--- src/hdl/ggvc_pkg.sv ---
// Shared types, constants and CORDIC angle table for the go-to-goal controller.
`timescale 1ns / 1ps
`default_nettype none
package ggvc_pkg;

   localparam int CORDIC_STEPS = 16;   // 8 .. 24
   localparam int NSTG         = 2 * CORDIC_STEPS + 4;
   localparam int VEC0         = 2;
   localparam int WRAP         = 2 + CORDIC_STEPS;
   localparam int FOLD         = 3 + CORDIC_STEPS;
   localparam int ROT0         = 4 + CORDIC_STEPS;

   localparam int XW = 32;   // CORDIC x/y
   localparam int ZW = 26;   // angle, radians * 2^20
   localparam int HW = 23;   // heading * 128
   localparam int PW = 48;   // gain products

   localparam logic signed [ZW-1:0] ANG_PI      = ZW'(3294199);
   localparam logic signed [ZW-1:0] ANG_HALF_PI = ZW'(1647099);
   localparam logic signed [ZW-1:0] ANG_TWO_PI  = ZW'(6588398);
   localparam logic signed [XW-1:0] INV_GAIN    = XW'(652032875);

   localparam logic [14:0] LIN_GAIN_RST = 15'd9830;
   localparam logic [14:0] ANG_GAIN_RST = 15'd9830;
   localparam logic [14:0] STOP_RST     = 15'd614;

   typedef enum logic [2:0] {
      CSR_GOAL_X       = 3'd0,
      CSR_GOAL_Y       = 3'd1,
      CSR_LINEAR_GAIN  = 3'd2,
      CSR_ANGULAR_GAIN = 3'd3,
      CSR_STOP_DIST    = 3'd4
   } csr_index_type;

   typedef struct packed {
      logic signed [XW-1:0] x;
      logic signed [XW-1:0] y;
      logic signed [ZW-1:0] z;
      logic signed [HW-1:0] hd;
      logic                 arr;
      logic                 neg;
   } pipe_type;

   typedef struct packed {
      logic signed [XW-1:0] x;
      logic signed [XW-1:0] y;
      logic                 arr;
      logic                 neg;
   } scale_type;

   function automatic logic signed [ZW-1:0] atan_q20(input int i);
      logic [20:0] v;
      case (i)
         0:  v = 21'd823550;
         1:  v = 21'd486170;
         2:  v = 21'd256879;
         3:  v = 21'd130396;
         4:  v = 21'd65451;
         5:  v = 21'd32757;
         6:  v = 21'd16383;
         7:  v = 21'd8192;
         8:  v = 21'd4096;
         9:  v = 21'd2048;
         10: v = 21'd1024;
         11: v = 21'd512;
         12: v = 21'd256;
         13: v = 21'd128;
         14: v = 21'd64;
         15: v = 21'd32;
         16: v = 21'd16;
         17: v = 21'd8;
         18: v = 21'd4;
         19: v = 21'd2;
         20: v = 21'd1;
         default: v = 21'd0;
      endcase
      return ZW'(signed'({1'b0, v}));
   endfunction

endpackage
`default_nettype wire

--- src/hdl/ggvc_scale.sv ---
// Gain multiply, rounding, saturation and output register with skid stage.
`timescale 1ns / 1ps
`default_nettype none
module ggvc_scale (
   input  wire logic                clock,
   input  wire logic                reset,
   input  wire logic                in_valid,
   input  wire ggvc_pkg::scale_type in_data,
   output logic                     in_ready,
   input  wire logic [14:0]         linear_gain,
   input  wire logic [14:0]         angular_gain,
   output logic                     rsp_valid,
   input  wire logic                rsp_stall,
   output logic signed [15:0]       rsp_linear_velocity,
   output logic signed [15:0]       rsp_angular_velocity,
   output logic                     rsp_arrived
);
   import ggvc_pkg::*;

   typedef struct packed {
      logic signed [15:0] lin;
      logic signed [15:0] ang;
      logic               arr;
   } res_type;

   logic                 a_vld_ff, b_vld_ff, o_vld_ff, s_vld_ff;
   logic signed [PW-1:0] a_px_ff, a_py_ff;
   logic                 a_arr_ff, a_neg_ff;
   res_type              b_ff, b_in, o_ff, s_ff;
   logic                 en;

   assign en       = !s_vld_ff;
   assign in_ready = en;

   function automatic logic signed [15:0] round_sat(input logic signed [PW-1:0] p,
                                                    input logic neg);
      logic signed [PW-1:0] q;
      logic signed [PW-1:0] r;
      q = neg ? -p : p;
      r = (q + PW'(64'sd1 <<< 29)) >>> 30;
      if (r > PW'(32767))       return 16'sh7fff;
      else if (r < -PW'(32768)) return 16'sh8000;
      else                      return r[15:0];
   endfunction

   always_comb begin
      b_in.arr = a_arr_ff;
      if (a_arr_ff) begin
         b_in.lin = '0;
         b_in.ang = '0;
      end else begin
         b_in.lin = round_sat(a_px_ff, a_neg_ff);
         b_in.ang = round_sat(a_py_ff, a_neg_ff);
      end
   end

   always_ff @(posedge clock) begin
      if (reset) begin
         a_vld_ff <= 1'b0;
         b_vld_ff <= 1'b0;
         o_vld_ff <= 1'b0;
         s_vld_ff <= 1'b0;
      end else begin
         if (en) begin
            a_vld_ff <= in_valid;
            b_vld_ff <= a_vld_ff;
         end
         if (!o_vld_ff || !rsp_stall) begin
            o_vld_ff <= s_vld_ff || b_vld_ff;
            s_vld_ff <= 1'b0;
         end else if (b_vld_ff && en) begin
            s_vld_ff <= 1'b1;
         end
      end
      if (en) begin
         a_px_ff  <= signed'({1'b0, linear_gain}) * in_data.x;
         a_py_ff  <= signed'({1'b0, angular_gain}) * in_data.y;
         a_arr_ff <= in_data.arr;
         a_neg_ff <= in_data.neg;
         b_ff     <= b_in;
      end
      if (!o_vld_ff || !rsp_stall) begin
         o_ff <= s_vld_ff ? s_ff : b_ff;
      end else if (b_vld_ff && en) begin
         s_ff <= b_ff;
      end
   end

   assign rsp_valid            = o_vld_ff;
   assign rsp_linear_velocity  = o_ff.lin;
   assign rsp_angular_velocity = o_ff.ang;
   assign rsp_arrived          = o_ff.arr;

endmodule
`default_nettype wire

--- config.mk ---
export PLATFORM = sky130hd
export DESIGN_NAME = ggvc_scale
export DESIGN_NICKNAME = d
export VERILOG_FILES = /design/src/hdl/ggvc_pkg.sv /design/src/hdl/ggvc_scale.sv
export SDC_FILE = /design/constraint.sdc
export NUM_CORES = 2
export LEC_CHECK = 0
export BUFFER_PORTS_ARGS = -buffer_cell sky130_fd_sc_hd__buf_4
export CAP_MARGIN = 10
export CORE_UTILIZATION = 59
export DETAILED_ROUTE_END_ITERATION = 8
export PLACE_DENSITY = 0.75
export SETUP_SLACK_MARGIN = 0.15
export SLEW_MARGIN = 30
export SYNTH_ARGS = -nofsm -noshare
export SYNTH_HDL_FRONTEND = slang
export SYNTH_SLANG_ARGS = --single-unit
--- constraint.sdc ---
create_clock -name clock -period 12.8 [get_ports clock]
set_input_delay 3.2 -clock clock [delete_from_list [all_inputs] [get_ports clock]]
set_output_delay 3.2 -clock clock [all_outputs]
set_load 0.1 [all_outputs]
## Word level (Yosys, flattened, before mapping)

Cells that the tools add are included.
W data, S select, Z words.

| storage, ports and cells | value |
|---|---|
| logic and storage cells | 47 |
| bits in registers | 201 |

| operators by class | value |
|---|---|
| reductions and logical operators | 10 |
| multiply operators | 2 |
| multiplexer cells | 7 |
| $add $sub $neg | 4 |
| $lt $le $gt $ge | 4 |
| bitwise logic cells | 1 |

Operator list:

| operator | number |
|---|---|
| $add A48 B31 Y48 const B | 2 |
| $mul A16 B32 Y48 | 2 |
| $mux W48 | 2 |
| $neg A48 Y48 | 2 |
| $gt A18 B16 Y1 const B | 2 |
| $lt A18 B16 Y1 const B | 2 |
| $mux W33 | 1 |
| $mux W16 | 2 |
| $mux W15 | 2 |
| $reduce_or A2 Y1 | 3 |
| $logic_not A1 Y1 | 3 |
| $logic_or A1 B1 Y1 | 2 |
| $reduce_and A2 Y1 | 1 |
| $logic_and A1 B1 Y1 | 1 |
| $not A1 Y1 | 1 |

## Depth between registers and ports, before layout

| depth | value |
|---|---|
| word-level depth | 6 |
| depth in mapped cells | 26 |
| mapped depth without buffers | 24 |

## Least setup slack after synthesis

OpenSTA, ideal clock, no wires.

| path | value |
|---|---|
| path kind | input to register |
| start | in angular_gain[1] |
| end | reg a_py_ff[40], data pin |
| cell stages on the path | 21 |
| required time | 12.541 ns |
| slack | 3.536 ns |
| data arrival time | 9.005 ns |
| setup time | 0.259 ns |
| cells stage by stage | clkbuf_1 -> nand2_1 -> fa_1 -> fa_1 -> fa_1 -> inv_1 -> fa_1 -> fa_1 -> inv_1 -> fa_1 -> inv_1 -> ha_1 -> and2_1 -> a41o_1 -> a21oi_1 -> a2111oi_0 -> o211ai_1 -> a211o_1 -> o21ai_0 -> nor2_1 -> a211o_1 |

| on the way | value |
|---|---|
| longest elaborated chain between the ends | 1 |

RTL lines:

| item | line | RTL |
|---|---|---|
| start: declaration | ggvc_scale.sv:11 | `input wire logic [14:0] angular_gain,` |
| $mul A16 B32 Y48 | ggvc_scale.sv:77 | `a_py_ff <= signed'({1'b0, angular_gain}) * in_data.y;` |
| end signal: assignment | ggvc_scale.sv:77 |  |
| end: declaration | ggvc_scale.sv:27 | `logic signed [PW-1:0] a_px_ff, a_py_ff;` |

Every way passes these cells.
A chain may end at the register's enable or synchronous reset.

## Worst setup path after layout

| path | value |
|---|---|
| start | in angular_gain[1] |
| end | reg a_py_ff[46], data pin |

Same word-level chain as after synthesis.

==> impl_summary.txt <==
----------------------------------------------------
[Detailed routing]
  Number of DRC violations after detailed routing ... 0
  Detailed-router iteration count before antenna repair ... 5
  Average routed wire per standard cell ... 18.3 um
  Post-Route M1 WL ... 41,200 um
  Routed via count ... 30,463
  Top Metal Used ... met4
  Detail-routed via count per cell ... 5.66
  Starting DRC count in detailed routing ... 2,127
  Sum of met3 wire segment lengths after detailed routing ... 8030 um
  Remaining antenna violation count ... 0
  Wire length after detailed routing ... 98,700 um
  Met2 layer wire length in the routed design ... 47,200 um

[Yosys]
  Post-Syn Nets ... 5,701
  Avg Cell Area, Syn ... 9.57 um^2
  Main flop type after synthesis ... sky130_fd_sc_hd__edfxtp_1
  Register area share after synthesis ... 14.0%
  Total of warnings raised by yosys ... 0
  Seq cells post-synth ... 201
  Post-synthesis instance area ... 42,700 um^2
  Distinct cell type count of the synthesized netlist ... 79
  EDFF count, synth ... 197
  Synthesized netlist cell count ... 4,463
  Async S/R FF share, synth ... 0%

[GRT]
  Via count of the first global-routing pass ... 32,199
  Global route total overflow ... 0
  Antenna violations before repair ... 0
  Total global routing track utilization ... 27.8%
  First-pass GRT wire length ... 164,000 um
  Maximum number of pins on one net before global-route repair ... 73

[Timing]
  Pin slew with the least headroom to its limit ... 0.912 ns
  Highest clock rate ... 102 MHz
  Post-route minimum period ... 9.77 ns
  Slew HR ... 39.1%
  Post-route worst hold slack ... 0.447 ns
  Final Hold Viols ... 0
  Count of final setup violators ... 0
  Number of pins exceeding their max-slew limit in the final report ... 0
  Setup TNS ... 0 ns
  RSZ-0062 raised after global routing ... no
  Final worst path period share ... 76.4%
  Worst clock skew ... 0.0219 ns

[Clocking]
  # hold bufs at CTS ... 0
  Clock Sink Count ... 201
  Buffers from clock root to sink, at most ... 3
  Worst skew pair latency ... 0.51 ns
  Gates resized, CTS repair ... 0
  TritonCTS clock tree ... done
  CTS root buffer ... sky130_fd_sc_hd__clkbuf_16
  Clock buffers created by TritonCTS ... 22
  Post-CTS repair timing setup buffer count ... 0
  Clock-pin slew on the worst setup and hold paths ... 0.06 ns
  Max H-tree Level ... 1

[Critical path]
  Startpoint of the worst setup timing path ... angular_gain[1]
  Category of cells accounting for the largest share of critical-path delay ... adder cells
  Critical path class ... input pin to flip-flop
  Critical-path top delay cell ... sky130_fd_sc_hd__a2111oi_0
  Maximum cell stage delay along the critical path ... 0.76 ns
  Cell-by-cell trace of the critical path ... buf_4, nand2_1, fa_1, fa_1, fa_1, inv_1, fa_1, fa_1, inv_1, fa_1, inv_1, ha_1, and2_1, a41o_1, a21oi_1, a2111oi_0, o211ai_1, o21ai_0, nand2_1, a31oi_1, o311ai_0
  Critical path startpoint category ... input pin
  CP Data Required Time ... 13.02 ns
  Total buffers and inverters traversed by the critical path ... 4
  Crit path top cell by count ... sky130_fd_sc_hd__fa_1
  Worst Setup End Kind ... flip-flop
  Critical path arrival ... 9.99 ns
  Origin of the critical flop-to-flop path ... a_py_ff[6]
  Crit path max fanout ... 32

[Outcome]
  Result of the run ... completed

[Floorplanning]
  Number of I/O pins ... 135
  Die Outline Area ... 73,500 um^2
  Die Span X ... 271 um
  Floorplan die height ... 271 um
  Floorplan row count ... 98
  Initial core utilization ... 59.6%
  Std-Cell Core Area ... 71,600 um^2

[Place]
  Total of buffers placed on input and output ports ... 134
  Routability congestion estimate ... 0.912
  Number of cells in the design after placement ... 5,344
  Final HPWL from detailed placement ... 77,200 um

[Layout]
  Leading cell type in the layout, fill and taps excluded ... sky130_fd_sc_hd__inv_1
  Final design utilization ... 62.6%
  Commonest cells after routing, fill and taps aside ... 989 x sky130_fd_sc_hd__inv_1, 908 x sky130_fd_sc_hd__fa_1, 580 x sky130_fd_sc_hd__nand2_1, 464 x sky130_fd_sc_hd__and2_1, 230 x sky130_fd_sc_hd__ha_1
  Antenna diode instance count ... 0
  Share of layout cells above drive strength 1 ... 5.23%
  Synth-to-Final Area Change ... 4.91%
  Non-filler instance count after layout ... 5,384
  Final net count ... 5,656

[Run]
  Number of max-capacitance violations reported ... 0

[Worst hold path]
  Hold_sp ... b_ff[9]
  Hold Crit Class ... flip-flop to flip-flop

----------------------------------------------------
-- routing by layer --
metal | track usage (%) | vias up
li1 | - | 13480
met1 | 39.1 | 15504
met2 | 45.7 | 1285
met4 | 6.85 | 0
met3 | 3.97 | 194
met5 | 0 | -
-- sequential cells by signal, indices dropped and copies added, names as in the netlist, 16 cells and up --
| name | flops |
|---|---|
| s_ff | 33 |
| rsp_linear_velocity | 16 |
| a_py_ff | 48 |
| rsp_angular_velocity | 16 |
| b_ff | 33 |
| a_px_ff | 48 |
-- layout make-up --
type	count	area, um^2
fillers	5972	26800
clock inverters	8	56.3
multi-input cells	3063	32200
inverters	990	3720
clock buffers	32	608
well taps	950	1190
repair buffers	140	1050
flip-flops and latches	201	6000
-- worst register-to-register path, delay by kind of cell (launching register included) --
family	cells	cell delay, ns
flip-flops	1	0.36
XOR/XNOR	1	0.15
AND/OR/NAND/NOR	7	1.79
AO/OA/AOI/OAI	5	1.55
adder cells (fa/ha/maj)	1	0.26
-- synth_stat cells (34+ instances only) --
cell / n / share of area (%)
sky130_fd_sc_hd__a21o_1: 42 / 0.74
sky130_fd_sc_hd__a21oi_1: 99 / 1.2
sky130_fd_sc_hd__and2_1: 464 / 6.8
sky130_fd_sc_hd__clkbuf_1: 200 / 1.8
sky130_fd_sc_hd__edfxtp_1: 197 / 14
sky130_fd_sc_hd__fa_1: 908 / 43
sky130_fd_sc_hd__ha_1: 230 / 6.7
sky130_fd_sc_hd__inv_1: 990 / 8.7
sky130_fd_sc_hd__mux2_2: 34 / 0.90
sky130_fd_sc_hd__nand2_1: 580 / 5.1
sky130_fd_sc_hd__nand3_1: 47 / 0.55
sky130_fd_sc_hd__nor2_1: 80 / 0.70
sky130_fd_sc_hd__o21ai_0: 82 / 0.96
sky130_fd_sc_hd__xnor2_1: 94 / 1.9
sky130_fd_sc_hd__xor2_1: 59 / 1.2
-- through the flow --
| stage | setup WS [ns] | cell area [um^2] |
|---|---|---|
| 2_1_floorplan | 3.54 | 42700 |
| 3_3_place_gp | 2.62 | 44100 |
| 3_5_place_dp | 2.59 | 44100 |
| 4_1_cts | 3.09 | 44800 |
| 5_1_grt | 2.55 | 44800 |
| 6_report | 3.03 | 44800 |
-- final timing paths --
path / endpoint / depth (start not counted) / slack [ns]
setup / recovery: a_py_ff[46] / 21 / 3.03
hold / removal: s_ff[9] / 0 / 0.45
hold reg to reg: s_ff[9] / 0 / 0.45
setup reg to reg: b_ff[14] / 14 / 8.39
-- cell families after synthesis --
logic type | synth area share [%]
XOR/XNOR | 3.18
adder cells (fa/ha/maj) | 49.3
flip-flops | 14.0
AND/OR/NAND/NOR | 15.7
AO/OA/AOI/OAI | 6.15
buffers and inverters | 10.6
multiplexers | 1.04
Power is not shown: default switching activity piles up to over one toggle a cycle in this logic, so the estimate is an artifact.
